`src/design/rbb_pkg.sv`:
```
`timescale 1ns / 1ps
// Package for the RGB box blur block: widths, codes, defaults and shared types.
// No dependencies; every other design file but rbb_ram refers to it by scoped names.
package rbb_pkg;

  // Field widths fixed by the interface
  localparam int unsigned PIX_W   = 8;   // one colour channel
  localparam int unsigned COORD_W = 8;   // column / row fields
  localparam int unsigned CFG_W   = 9;   // widest configuration register
  localparam int unsigned CIDX_W  = 2;   // configuration register index
  localparam int unsigned RAD_W   = 4;   // blur_radius register
  // Internal coordinate width, enough for sizes up to 2048
  localparam int unsigned CRD_W   = 12;

  // Parameter defaults
  localparam int unsigned MAX_COLUMNS_DEF = 256;
  localparam int unsigned MAX_ROWS_DEF    = 256;
  localparam int unsigned MAX_RADIUS_DEF  = 15;

  // Register reset values
  localparam int unsigned IMAGE_WIDTH_RST  = 256;
  localparam int unsigned IMAGE_HEIGHT_RST = 256;
  localparam int unsigned BLUR_RADIUS_RST  = 10;

  // Configuration register indexes
  localparam logic [CIDX_W-1:0] REG_IMAGE_WIDTH  = 2'd0;
  localparam logic [CIDX_W-1:0] REG_IMAGE_HEIGHT = 2'd1;
  localparam logic [CIDX_W-1:0] REG_BLUR_RADIUS  = 2'd2;

  // Operation codes
  localparam logic OP_WRITE = 1'b0;
  localparam logic OP_QUERY = 1'b1;

  // Top-level control states
  typedef enum logic [1:0] {
    ST_IDLE,
    ST_SCAN,
    ST_DIV,
    ST_OUT
  } state_t;

  // Window geometry settings handed to the scanner
  typedef struct packed {
    logic [CRD_W-1:0] w_last;   // last column in use
    logic [CRD_W-1:0] h_last;   // last row in use
    logic [RAD_W-1:0] rad;      // saturated radius
  } win_cfg_t;

endpackage

```
`src/design/rbb_div.sv`:
```
`timescale 1ns / 1ps
// Three-lane restoring divider, one quotient bit per cycle for each channel,
// sharing one shifted divisor. Uses rbb_pkg for the pixel width.
module rbb_div #(
  parameter int unsigned SUM_W = 17,
  parameter int unsigned CNT_W = 10
) (
  input  logic                      clk,
  input  logic                      rst_n,
  input  logic                      start,
  input  logic [SUM_W-1:0]          sum_red,
  input  logic [SUM_W-1:0]          sum_green,
  input  logic [SUM_W-1:0]          sum_blue,
  input  logic [CNT_W-1:0]          count,
  output logic                      done,
  output logic [rbb_pkg::PIX_W-1:0] q_red,
  output logic [rbb_pkg::PIX_W-1:0] q_green,
  output logic [rbb_pkg::PIX_W-1:0] q_blue
);

  localparam int unsigned PW     = rbb_pkg::PIX_W;
  localparam int unsigned DV_W   = SUM_W + PW;
  localparam int unsigned STEP_W = $clog2(PW);

  logic              busy_r, done_r;
  logic [STEP_W-1:0] step_r;
  logic [DV_W-1:0]   dvs_r;
  logic [SUM_W-1:0]  rem_r [3];
  logic [PW-1:0]     q_r   [3];

  // Step control
  always_ff @(posedge clk) begin
    if (!rst_n) begin
      busy_r <= 1'b0;
      done_r <= 1'b0;
      step_r <= '0;
    end else begin
      done_r <= 1'b0;
      if (start) begin
        busy_r <= 1'b1;
        step_r <= '0;
      end else if (busy_r) begin
        step_r <= step_r + STEP_W'(1);
        if (step_r == STEP_W'(PW - 1)) begin
          busy_r <= 1'b0;
          done_r <= 1'b1;
        end
      end
    end
  end

  // Datapath: compare-subtract per lane, divisor shifts right
  always_ff @(posedge clk) begin
    if (start) begin
      dvs_r    <= DV_W'(count) << (PW - 1);
      rem_r[0] <= sum_red;
      rem_r[1] <= sum_green;
      rem_r[2] <= sum_blue;
      for (int i = 0; i < 3; i++) begin
        q_r[i] <= '0;
      end
    end else if (busy_r) begin
      dvs_r <= dvs_r >> 1;
      for (int i = 0; i < 3; i++) begin
        if (DV_W'(rem_r[i]) >= dvs_r) begin
          rem_r[i] <= rem_r[i] - dvs_r[SUM_W-1:0];
          q_r[i]   <= {q_r[i][PW-2:0], 1'b1};
        end else begin
          q_r[i]   <= {q_r[i][PW-2:0], 1'b0};
        end
      end
    end
  end

  assign done    = done_r;
  assign q_red   = q_r[0];
  assign q_green = q_r[1];
  assign q_blue  = q_r[2];

endmodule

```
`config.mk`:
```
export PLATFORM = sky130hd
export DESIGN_NAME = rbb_div
export DESIGN_NICKNAME = d
export VERILOG_FILES = /design/src/design/rbb_pkg.sv /design/src/design/rbb_div.sv
export SDC_FILE = /design/constraint.sdc
export NUM_CORES = 1
export LEC_CHECK = 0
export ABC_AREA = 1
export BUFFER_PORTS_ARGS = -buffer_cell sky130_fd_sc_hd__buf_4
export CAP_MARGIN = 20
export CORE_UTILIZATION = 43
export CTS_CLUSTER_SIZE = 12
export DETAILED_ROUTE_END_ITERATION = 10
export GPL_ROUTABILITY_DRIVEN = 0
export PLACE_DENSITY = 0.67
export SYNTH_ARGS = -nofsm -noshare
export SYNTH_HDL_FRONTEND = slang
export SYNTH_SLANG_ARGS = --single-unit
```
`constraint.sdc`:
```
create_clock -name clk -period 4.1 [get_ports clk]
set_input_delay 0.82 -clock clk [delete_from_list [all_inputs] [get_ports clk]]
set_output_delay 0.82 -clock clk [all_outputs]
set_load 0.005 [all_outputs]
```
## Word-level counts from Yosys, hierarchy flattened

Memory sizes are Yosys's and may differ from the RTL's.
Index checks and enable logic that the tools add are counted.

- Flip-flop bits (word level): 22
- Logic and storage cells: 70
- Memories kept: 2
- Memory bits (writable): 75
- Input port bits: 64
- Output and inout bits: 25

Memory list:

| name | depth | width | read ports | clocked after Yosys merged registers in | write ports | line | RTL |
|---|---|---|---|---|---|---|---|
| rem_r | 3 | 17 | 3 | 0 | 3 | rbb_div.sv:28 | `logic [SUM_W-1:0] rem_r [3];` |
| q_r | 3 | 8 | 3 | 0 | 3 | rbb_div.sv:29 | `logic [PW-1:0] q_r [3];` |

- $lt $le $gt $ge: 3
- Reduce and logical (&&, ||, !) cells: 3
- Muxes and demuxes: 41
- Eq/ne operators: 1
- Bitwise operators: 11
- $add $sub $neg: 4

Operators by type and width:

| cell | count |
|---|---|
| $mux W17 | 5 |
| $ge A17 B17 Y1 | 3 |
| $sub A17 B17 Y17 | 3 |
| $mux W8 | 6 |
| $mux W1 | 30 |
| $or A1 B1 Y1 | 9 |
| $add A3 B1 Y3 const B | 1 |
| $eq A3 B3 Y1 const B | 1 |
| $reduce_or A3 Y1 | 1 |
| $not A1 Y1 | 2 |
| $reduce_bool A2 Y1 | 1 |
| $reduce_or A2 Y1 | 1 |

## Logic depth before layout (Yosys ltp)

An unclocked memory read counts as a cell.

- Word-level depth: 8
- Gate-level depth with buffers: 15
- Depth with buffers taken out: 14

## Worst setup path before layout

No wires, ideal clock.

- Path type: flip-flop to flip-flop
- Start point: reg dvs_r[1]
- End point: mem rem_r[2][0], in the netlist rem_r[0][34], enable pin
- Library setup time: 0.373 ns
- Path buffers: 1
- Stages on the path, launching flop included: 12
- Slack: 1.678 ns
- Data arrival time: 2.049 ns
- Cell sequence: dfxtp_1 -> inv_1 -> ha_1 -> nand2_1 -> nor2_1 -> nand3_1 -> nand3_1 -> nand2_1 -> nand2_1 -> nand2_2 -> buf_2 -> nand2_1

RTL lines:

| element | line | RTL |
|---|---|---|
| start, declared | rbb_div.sv:27 | `logic [DV_W-1:0] dvs_r;` |
| start signal, assigned | rbb_div.sv:55 | `dvs_r <= DV_W'(count) << (PW - 1);` |
| start signal, assigned | rbb_div.sv:63 | `dvs_r <= dvs_r >> 1;` |
| end, declared | rbb_div.sv:28 |  |

==> flow_metrics.env <==
export IMPL_overflow=0
export IMPL_arrival_ns=3.39
export IMPL_cts_hold_buf=0
export IMPL_synth_top_flop_cell="edfxtp_1"
export IMPL_place_ws_ns=0.857
export IMPL_synth_top_cell_by_area="edfxtp_1"
export IMPL_powerDensity_nw_per_um2=456
export IMPL_grt_pass1_vias=5824
export IMPL_hp_class="reg -> reg"
export IMPL_synth_top_area_share_pct=36.9
export IMPL_antenna_left=0
export IMPL_grt_first_pass_wirelength_um=29000
export IMPL_viasPerCell=5.16
export IMPL_clkSinkCount=97
export IMPL_maxCapViolations=0
export IMPL_slew_violations=0
export IMPL_max_freq_ghz=0.306
export IMPL_critPathKind="reg -> reg"
export IMPL_area_growth_syn_to_layout_pct=16.1
export IMPL_finalWorstSetupSlack_ns=0.827
export IMPL_dp_cells=1168
export IMPL_diodes=0
export IMPL_netlist_area_um2=6840
export IMPL_yosysMostFrequentCell="nand2_1"
export IMPL_cts_resized=0
export IMPL_dieArea_um2=16400
export IMPL_portBuffers=88
export IMPL_startpoint_type="register"
export IMPL_synth_fp_nets=1008
export IMPL_worstPathMaxFanout=51
export IMPL_die_h_um=128
export IMPL_wirelength_um=17700
export IMPL_initial_core_util_pct=44.5
export IMPL_grt_max_degree=54
export IMPL_cts_tree="built"
export IMPL_synth_seq_area_share_pct=40.7
export IMPL_slew_headroom_pct=38.7
export IMPL_synthCells=888
export IMPL_pin_count=89
export IMPL_synthDistinctLibCells=30
export IMPL_cts_path_max_buffers=2
export IMPL_synthTopCellsByCount="nand2_1 (295), inv_1 (109), edfxtp_1 (84), nor2_1 (74)"
export IMPL_htreeDepth=3
export IMPL_setup_viol=0
export IMPL_synth_async_reset_ratio_pct=0
export IMPL_hold_viol_final=0
export IMPL_grt_use_total_pct=23.1
export IMPL_status="complete, no violations"
export IMPL_final_net_count=1088
export IMPL_dpl_hpwl_um=12700
export IMPL_cp_required_ns=4.22
export IMPL_fin_crit_sh_pct=79.8
export IMPL_ys_ff_latch=97
export IMPL_fillerInstances=1508
export IMPL_rows=45
export IMPL_coreArea_um2=15400
export IMPL_clkLatencyLatePin_ns=0.36
export IMPL_die_w_um=128
export IMPL_num_vias=6111
export IMPL_ir_drop_v=0.000252
export IMPL_cts_root_buffer="clkbuf_16"
export IMPL_postCtsSetupBuffers=0
export IMPL_finalCriticalPeriod_ns=3.27
export IMPL_cp_end_kind="register"
export IMPL_final_cells=1184
export IMPL_drc=0
export IMPL_synth_area_top_cells="edfxtp_1 (37%), nand2_1 (16%), ha_1 (9.7%), inv_1 (6.0%), nand4_1 (4.8%)"
export IMPL_layout_drive_gt1_share_pct=11.6
export IMPL_dr_first_iter_drc_count=442
export IMPL_drt_wirelength_per_cell_um=14.9
export IMPL_syn_area_per_cell_um2=7.71
export IMPL_setup_tns_ns=0
export IMPL_max_slew_worst_pin_slew_ns=0.914
export IMPL_p_leak_nw=3.83
export IMPL_path_clk_slew_ns=0.07
export IMPL_drt_pass1_iterations=5
export IMPL_fin_skew_ns=0.00690
export IMPL_cts_buffers=9
export IMPL_synth_edf_count=84
export IMPL_rsz0062_at_grt="false"
export IMPL_power_mw=3.63
export IMPL_yosysWarningCount=0
export IMPL_antenna_found_initial=0
## per-layer routing
layer / vias to the layer above / share of wire [%] / GRT usage [%] / wire, um
li1: 3119 / - / - / -
met1: 2807 / 47 / 31.4 / 8370
met2: 169 / 46 / 37.7 / 8140
met3: 16 / 4.9 / 3.42 / 868
met4: 0 / 1.8 / 7.47 / 325
met5: - / 0 / 0 / 0
## state kept, by name, summed over array words and instances, names as in the netlist
signal,cells
step_r,3
q_r,24
busy_r,1
dvs_r,17
done,1
rem_r,51
## cell type report
type / instances / area (um2) / area share [%]
multi-input cells: 656 / 3500 / 44.0
flip-flops and latches: 97 / 2780 / 35.0
repair buffers: 93 / 698 / 8.79
inverters: 111 / 417 / 5.24
well taps: 211 / 264 / 3.32
clock buffers: 9 / 225 / 2.83
clock inverters: 7 / 60.1 / 0.756
## report_power, final
part           switching (mW)  leakage, nW  total [mW]  internal (mW)
Sequential             0.0522        0.967        1.30           1.25
Combinational           0.924         2.72        1.47          0.549
Clock                   0.428        0.138       0.854          0.426
## cells in the final DEF (no fill, tap or decap), types with 3 or more instances in the layout
master and instances:
inv_1 109, fa_1 3, buf_4 93, nor3_1 9, clkinv_1 3, nand2_1 295
inv_6 3, o21ai_0 29, a21o_1 3, clkbuf_16 9, dfxtp_1 13, xor2_1 18
a21oi_1 50, o22ai_1 6, nand2_2 3, nand4_1 53, nor2_1 74, ha_1 53
nand3_1 34, edfxtp_1 84, xnor2_1 13
## final timing paths
| check | start | to | slack [ns] | depth (start not counted) |
|---|---|---|---|---|
| worst max-delay path | dvs_r[11] | rem_r[0][26] | 0.83 | 14 |
| worst min-delay path | step_r[2] | step_r[2] | 0.47 | 2 |
| worst max register to register | dvs_r[11] | rem_r[0][26] | 0.83 | 14 |
| worst min register to register | step_r[2] | step_r[2] | 0.47 | 2 |
## stage by stage
stage / cell area [um2] / hold slack, ns / util [%]
finish: 7950 / 0.470 / 51.7
global route: 7950 / 0.516 / 51.7
CTS: 7950 / 0.473 / 51.7
detailed placement: 7660 / 0.463 / 49.8
global placement: 7660 / 0.454 / 49.8
floorplan: 6840 / 0.444 / -
## worst max-delay path: stages (launching register included)
cell      delay, ns
edfxtp_1       0.38
inv_1          0.29
ha_1           0.34
nand2_1        0.15
inv_1          0.05
nand2_1        0.07
nand2_1        0.08
nand2_1        0.07
nand2_1        0.05
nor2_1         0.09
nand2_1        0.06
nand2_2        0.42
nand3_4        0.61
nand2_1        0.25
nand2_1        0.07
## kinds of logic (layout without fill, tap and decap cells)
logic type	count (synthesis)	after routing	synth area share (%)
compound gates	96	96	7.46
xor+xnor	31	31	3.97
fa+ha+maj	56	56	10.6
buf+inv	135	220	8.23
flops	97	97	40.7
simple gates	473	473	29.1
(Power assumes the default switching activity.)
