### src/design/rbb_pkg.sv
`timescale 1ns / 1ps
// Package for the RGB box blur block: widths, codes, defaults and shared types.
// No dependencies; every other design file but rbb_ram refers to it by scoped names.
package rbb_pkg;

  // Field widths fixed by the interface
  localparam int unsigned PIX_W   = 8;   // one colour channel
  localparam int unsigned COORD_W = 8;   // column / row fields
  localparam int unsigned CFG_W   = 9;   // widest configuration register
  localparam int unsigned CIDX_W  = 2;   // configuration register index
  localparam int unsigned RAD_W   = 4;   // blur_radius register
  // Internal coordinate width, enough for sizes up to 2048
  localparam int unsigned CRD_W   = 12;

  // Parameter defaults
  localparam int unsigned MAX_COLUMNS_DEF = 256;
  localparam int unsigned MAX_ROWS_DEF    = 256;
  localparam int unsigned MAX_RADIUS_DEF  = 15;

  // Register reset values
  localparam int unsigned IMAGE_WIDTH_RST  = 256;
  localparam int unsigned IMAGE_HEIGHT_RST = 256;
  localparam int unsigned BLUR_RADIUS_RST  = 10;

  // Configuration register indexes
  localparam logic [CIDX_W-1:0] REG_IMAGE_WIDTH  = 2'd0;
  localparam logic [CIDX_W-1:0] REG_IMAGE_HEIGHT = 2'd1;
  localparam logic [CIDX_W-1:0] REG_BLUR_RADIUS  = 2'd2;

  // Operation codes
  localparam logic OP_WRITE = 1'b0;
  localparam logic OP_QUERY = 1'b1;

  // Top-level control states
  typedef enum logic [1:0] {
    ST_IDLE,
    ST_SCAN,
    ST_DIV,
    ST_OUT
  } state_t;

  // Window geometry settings handed to the scanner
  typedef struct packed {
    logic [CRD_W-1:0] w_last;   // last column in use
    logic [CRD_W-1:0] h_last;   // last row in use
    logic [RAD_W-1:0] rad;      // saturated radius
  } win_cfg_t;

endpackage

### src/design/rbb_scan.sv
`timescale 1ns / 1ps
// Window scanner: clips the window, walks it one pixel a cycle through the frame
// store read port and accumulates per-channel sums and the pixel count. Uses rbb_pkg.
module rbb_scan #(
  parameter int unsigned COL_AW = 8,
  parameter int unsigned ROW_AW = 8,
  parameter int unsigned SUM_W  = 17,
  parameter int unsigned CNT_W  = 10,
  localparam int unsigned AW    = ROW_AW + COL_AW
) (
  input  logic                        clk,
  input  logic                        rst_n,
  input  logic                        start,
  input  logic [rbb_pkg::COORD_W-1:0] col,
  input  logic [rbb_pkg::COORD_W-1:0] row,
  input  rbb_pkg::win_cfg_t           cfg,
  // frame store read port
  output logic                        rd_en,
  output logic [AW-1:0]               rd_addr,
  input  logic [3*rbb_pkg::PIX_W-1:0] rd_data,
  // results
  output logic                        done,
  output logic [SUM_W-1:0]            sum_red,
  output logic [SUM_W-1:0]            sum_green,
  output logic [SUM_W-1:0]            sum_blue,
  output logic [CNT_W-1:0]            count
);

  localparam int unsigned CW = rbb_pkg::CRD_W;
  localparam int unsigned PW = rbb_pkg::PIX_W;

  logic [CW-1:0] rad_x, cx, cy, x0, x1, y0, y1, cx_hi, cy_hi;
  logic [CW-1:0] x_r, y_r, x0_r, x1_r, y1_r;
  logic          issue_r, rd_vld_r, rd_last_r, done_r;
  logic          last_pix;
  logic [SUM_W-1:0] sr_r, sg_r, sb_r;
  logic [CNT_W-1:0] cnt_r;

  // Clip the window to the image at start
  always_comb begin
    rad_x = CW'(cfg.rad);
    cx    = (CW'(col) > cfg.w_last) ? cfg.w_last : CW'(col);
    cy    = (CW'(row) > cfg.h_last) ? cfg.h_last : CW'(row);
    x0    = (cx > rad_x) ? cx - rad_x : '0;
    y0    = (cy > rad_x) ? cy - rad_x : '0;
    cx_hi = cx + rad_x;
    cy_hi = cy + rad_x;
    x1    = (cx_hi > cfg.w_last) ? cfg.w_last : cx_hi;
    y1    = (cy_hi > cfg.h_last) ? cfg.h_last : cy_hi;
  end

  assign last_pix = (x_r == x1_r) && (y_r == y1_r);

  // Address walk, raster order over the window
  always_ff @(posedge clk) begin
    if (!rst_n) begin
      issue_r   <= 1'b0;
      rd_vld_r  <= 1'b0;
      rd_last_r <= 1'b0;
      done_r    <= 1'b0;
    end else begin
      rd_vld_r  <= issue_r;
      rd_last_r <= issue_r & last_pix;
      done_r    <= rd_vld_r & rd_last_r;
      if (start) begin
        issue_r <= 1'b1;
      end else if (issue_r && last_pix) begin
        issue_r <= 1'b0;
      end
    end
  end

  always_ff @(posedge clk) begin
    if (start) begin
      x_r  <= x0;
      y_r  <= y0;
      x0_r <= x0;
      x1_r <= x1;
      y1_r <= y1;
    end else if (issue_r) begin
      if (x_r == x1_r) begin
        x_r <= x0_r;
        y_r <= y_r + CW'(1);
      end else begin
        x_r <= x_r + CW'(1);
      end
    end
  end

  assign rd_en   = issue_r;
  assign rd_addr = {y_r[ROW_AW-1:0], x_r[COL_AW-1:0]};

  // Accumulate returned pixels
  always_ff @(posedge clk) begin
    if (start) begin
      sr_r  <= '0;
      sg_r  <= '0;
      sb_r  <= '0;
      cnt_r <= '0;
    end else if (rd_vld_r) begin
      sr_r  <= sr_r + SUM_W'(rd_data[3*PW-1:2*PW]);
      sg_r  <= sg_r + SUM_W'(rd_data[2*PW-1:PW]);
      sb_r  <= sb_r + SUM_W'(rd_data[PW-1:0]);
      cnt_r <= cnt_r + CNT_W'(1);
    end
  end

  assign done      = done_r;
  assign sum_red   = sr_r;
  assign sum_green = sg_r;
  assign sum_blue  = sb_r;
  assign count     = cnt_r;

endmodule

### config.mk
export PLATFORM = sky130hd
export DESIGN_NAME = rbb_scan
export DESIGN_NICKNAME = d
export VERILOG_FILES = /design/src/design/rbb_pkg.sv /design/src/design/rbb_scan.sv
export SDC_FILE = /design/constraint.sdc
export NUM_CORES = 1
export LEC_CHECK = 0
export BUFFER_PORTS_ARGS = -buffer_cell sky130_fd_sc_hd__buf_2
export CAP_MARGIN = 20
export CORE_UTILIZATION = 28
export CTS_CLUSTER_SIZE = 40
export DETAILED_ROUTE_END_ITERATION = 10
export PLACE_DENSITY = 0.5
export SLEW_MARGIN = 20
export SYNTH_ARGS = -nofsm -noshare
export SYNTH_HDL_FRONTEND = slang
export SYNTH_SLANG_ARGS = --single-unit
### constraint.sdc
create_clock -name clk -period 9.2 [get_ports clk]
set_input_delay 0.92 -clock clk [delete_from_list [all_inputs] [get_ports clk]]
set_output_delay 0.92 -clock clk [all_outputs]
set_load 0.02 [all_outputs]
==> Word-level counts from Yosys, hierarchy flattened <==
Cells that the tools add are included.
{ "word_totals": {"wordCells": 53, "inputBits": 71, "regBits": 125, "out_inout_bits": 79} }
{ "op_classes": {"bitwise": 2, "n_eq_ne": 2, "add_sub_neg": 10, "reduce_logical": 6, "mux": 14, "order_cmp": 6} }
{ "op_table": {"columns": ["cell", "count"], "rows": [
  ["12-bit 2-to-1 mux", 12],
  ["17-bit by 8-bit adder with 17-bit output", 3],
  ["12-bit by 1-bit adder with 12-bit output, second input constant", 2],
  ["12-bit by 4-bit adder with 12-bit output", 2],
  ["12-bit == test", 2],
  ["12-bit greater-than comparator", 2],
  ["12-bit by 4-bit greater-than comparator with 1-bit output", 2],
  ["8-bit by 12-bit greater-than comparator with 1-bit output", 2],
  ["12-bit by 4-bit subtractor with 12-bit output", 2],
  ["10-bit by 1-bit adder with 10-bit output, second input constant", 1],
  ["2-bit nonzero test", 3],
  ["1-bit bitwise AND", 2],
  ["1-bit logical AND", 2],
  ["1-bit 2-to-1 mux", 2],
  ["2-bit AND reduction", 1]
]} }

==> Longest topological paths before layout <==
{ "depth": {"ltp_word": 5, "depth_mapped": 30, "depth_no_buf": 26} }

==> Worst setup path after synthesis <==
No wires, ideal clock.
{ "synth_path": {"path_kind": "input port to flip-flop", "start": "in cfg[9] in the netlist's numbering", "end": "reg y1_r[4], data pin", "stages": 28, "arrival_ns": 5.556, "setup_time_ns": 0.284, "n_path_buf": 4, "setup_slack_ns": 3.359, "t_required_ns": 8.916, "path_cell_list": "clkbuf_1 -> inv_1 -> ha_1 -> a211o_1 -> a21oi_1 -> nand3_1 -> and3b_1 -> clkbuf_1 -> clkbuf_1 -> o21ai_1 -> ha_1 -> inv_1 -> fa_1 -> nor2_1 -> nor2_1 -> o21bai_1 -> nand3_1 -> o21ai_0 -> a21oi_1 -> a21oi_1 -> ha_1 -> and2_1 -> a221o_1 -> nand2_1 -> a31oi_1 -> clkbuf_1 -> o21ai_0 -> o311ai_0"} }
{ "synth_between": {"elab_chain_cells": 5} }
{ "synth_rtl": {"columns": ["element", "line", "source"], "rows": [
  ["start: declaration", "rbb_scan.sv:16", "input rbb_pkg::win_cfg_t cfg,"],
  ["8-bit by 12-bit greater-than comparator with 1-bit output", "rbb_scan.sv:43", "cy = (CW'(row) > cfg.h_last) ? cfg.h_last : CW'(row);"],
  ["12-bit 2-to-1 mux", "rbb_scan.sv:43", null],
  ["12-bit by 4-bit adder with 12-bit output", "rbb_scan.sv:47", "cy_hi = cy + rad_x;"],
  ["12-bit greater-than comparator", "rbb_scan.sv:49", "y1 = (cy_hi > cfg.h_last) ? cfg.h_last : cy_hi;"],
  ["12-bit 2-to-1 mux (*)", "rbb_scan.sv:49", null],
  ["net y1[4]", "rbb_scan.sv:32", "logic [CW-1:0] rad_x, cx, cy, x0, x1, y0, y1, cx_hi, cy_hi;"],
  ["end signal: assignment", "rbb_scan.sv:79", "y1_r <= y1;"],
  ["end: declaration", "rbb_scan.sv:33", "logic [CW-1:0] x_r, y_r, x0_r, x1_r, y1_r;"]
]} }
The timed path passes the listed nets; every way through them passes the cells marked *.
A chain may end at the register's enable or synchronous reset.

==> Worst setup path in the final report <==
Ends and elaborated chain as after synthesis.

==> metrics <==
proportion of layout cells with a drive suffix above 1=between 10% and 20%; endpoints failing setup=0; largest net degree at the start of global routing=75; Resize count post-CTS=0; combinational share of power=between 20% and 30%; R2R setup slack=between 6 and 7 ns; slew margin rel.=37.1%; final hold vios=0; DIE WIDTH=between 150 and 200 um; drt pass-1 iters=4; RSZ-0062 raised after global routing=no; Clk pwr share=39.0%; internal power=1.20 mW; n_diodes=0; All-Layer GR Usage=roughly 15%; CP Data Required Time=slightly above 9 ns; drt wl/cell=about 15 um; Psw=roughly 0.53 mW; CTS tree=yes; setup TNS=0 ns; final slew viol count=0; Ys Warns=0; clock skew=approximately 0.0096 ns; max-cap viol count=0; CTS Sinks=~130; Cell Count, Final, Fillers Out=~1.6k; hold buffers post-CTS=0; P&R area growth vs syn=18.1%; share of the synthesized area in the top cell type=19.6%; post-synth top area cell=edfxtp_1; clk slew on worst S/H paths=roughly 0.060 ns; core area=32,500 um^2; TritonCTS buffer count=17; final wirelength=around 24,000 um; critical path arrival=between 6 and 7 ns; mapped cell area=9210 um^2; power per cell area=160 nW/um^2; vias in the first global route=roughly 7.4k; placed insts=1,596; Setup Buffers After CTS=0; HP Class=reg2reg; initial antenna violation count=0; syn_area_per_cell=just under 9 um^2; root buffer cell=clkbuf_16; worst-case clock buffer depth=2; GRT Residual Overflow=0; Placer Congestion=between 0.8 and 0.9; vias per cell=4.66; crit-path max FO=20; Peak VDD IR=0.0886 mV; Post-synth EDFFs=60; Post-Synthesis Cells=between 1k and 1.5k; Cell Rows=66; Max Fclk=about 0.16 GHz; crit path time final=about 6.3 ns; initial DRC count=387; Setup crit end kind=register; FFs w/ async S/R, synth=0%; I/O Buffers=roughly 150; sequential share of power=38.7%; H-tree Lvls=4; status=finished, final reports clean; ys flop type=dfxtp_1; Yosys reg bits=between 100 and 150; Seq/Total Area, Yosys=33.7%; post-route ant nets=0; worst skew pair latency=about 0.42 ns; total power=around 1.7 mW; initial core utilization=28.4%; full die area=roughly 34,000 um^2; Ports=150; Critical Path Start Type=primary input; first-pass GRT wire length=around 40,000 um; fin crit share=between 60% and 70%; Nets=roughly 1.3k; switching part of the total=between 30% and 40%; Die Height=roughly 180 um; Via Count=around 7.6k; synth unique cells=62; top cells by area, synth=edfxtp_1, dfxtp_1, ha_1; Final Util=33.5%; Leak=around 4.7 nW; hpwl dp=about 18,000 um; DR DRC count=0; Worst-Margin Slew=0.943 ns; CP Class=in2reg
cells in the final DEF, fill, tap and decap left out, drive strengths merged, types with 9 or more instances in the layout:
master / count
nand3: 32
dfxtp: 65
edfxtp: 60
o21a: 10
o21ai: 47
nand2: 64
ha: 85
nor2: 130
and2: 13
clkbuf: 22
xor2: 57
xnor2: 59
o21bai: 11
inv: 66
or3: 13
buf: 154
a21oi: 70
a21o: 20
mux2i: 31
nor4: 9
nand4: 21
nor3: 19
nor2b: 16
and3: 15
Yosys cell counts (18+ instances only):
library cell / n
nand2_1: 64
dfxtp_1: 65
a21oi_1: 70
nor2_1: 130
a21o_1: 20
ha_1: 85
clkbuf_1: 29
nand4_1: 21
xnor2_1: 59
mux2i_1: 31
inv_1: 61
nor3_1: 18
nand3_1: 32
edfxtp_1: 60
o21ai_0: 43
xor2_1: 57
power groups by stage:
| stage | Sequential (mW) | Combinational (mW) | Clock [mW] |
|---|---|---|---|
| after floorplan | 0.681 | 0.284 | 0 |
| after global routing | 0.679 | 0.438 | 0.728 |
| after CTS | 0.674 | 0.392 | 0.701 |
| final | 0.673 | 0.387 | 0.677 |
| after global placement | 0.686 | 0.386 | 0 |
| after detailed placement | 0.686 | 0.389 | 0 |
flip-flops by register name (all words and copies together) (netlist names):
| signal | count |
|---|---|
| sum_blue | 17 |
| sum_green | 17 |
| sum_red | 17 |
| x0_r | 12 |
| x1_r | 12 |
| x_r | 12 |
| y1_r | 12 |
| y_r | 12 |
| count | 10 |
| done | 1 |
| rd_en | 1 |
| rd_last_r | 1 |
| rd_vld_r | 1 |
final cells by class:
type / count / area [um^2]
fillers: 3433 / 21600
clock buffers: 22 / 487
flip-flops and latches: 125 / 3100
well taps: 442 / 553
inverters: 61 / 229
clock inverters: 10 / 101
repair buffers: 154 / 786
multi-input cells: 814 / 5610
critical path: stages:
cell and delay, ns:
buf_2 0.18, inv_1 0.12, ha_1 0.31, a211o_1 0.30, a21oi_1 0.17, nand2_1 0.09, nand3b_1 0.61, a21o_1 0.28
inv_1 0.10, fa_1 0.43, nor2_1 0.12, nor2_1 0.06, o21bai_1 0.39, nand3_1 0.15, xor2_1 0.22, a21oi_1 0.11
ha_1 0.31, and2_1 0.14, nand4_1 0.13, a21o_1 0.17, a31oi_1 0.51, buf_4 0.31, nand2_1 0.07, nand3_1 0.07
o311ai_0 0.13
kinds of logic (layout without fill, tap and decap cells):
family	after synthesis	in the layout	synth area share [%]
mux	32	32	3.53
other cells	1	8	0.0407
buf+inv	118	247	5.70
fa+ha+maj	92	92	13.1
simple gates	355	355	18.5
flops	125	125	33.7
xor+xnor	116	116	11.0
compound gates	211	211	14.4
routing by layer:
metal	wire length, um	global-route usage (%)	vias to the layer above
met5	0	0	-
met4	317	4.30	0
met3	1060	3.18	18
met2	11200	24.9	144
met1	11400	18.8	3488
li1	-	-	3930
per-stage QoR:
step                setup slack (ns)  area [um^2]  hold WS, ns
floorplan                       3.36         9230        0.437
CTS                             2.97        10900        0.466
detailed placement              2.53        10300        0.451
global placement                2.64        10300        0.444
finish                          2.93        10900        0.461
global route                    2.34        10900        0.476
worst paths after layout:
| path | from | end | cells past startpoint |
|---|---|---|---|
| worst min-delay path | rd_last_r | done | 1 |
| worst max register to register | x_r[2] | y_r[9] | 5 |
| worst min register to register | rd_last_r | done | 1 |
| worst max-delay path | cfg[9] | y1_r[4] | 25 |
Power figures use the tool's default switching activity.
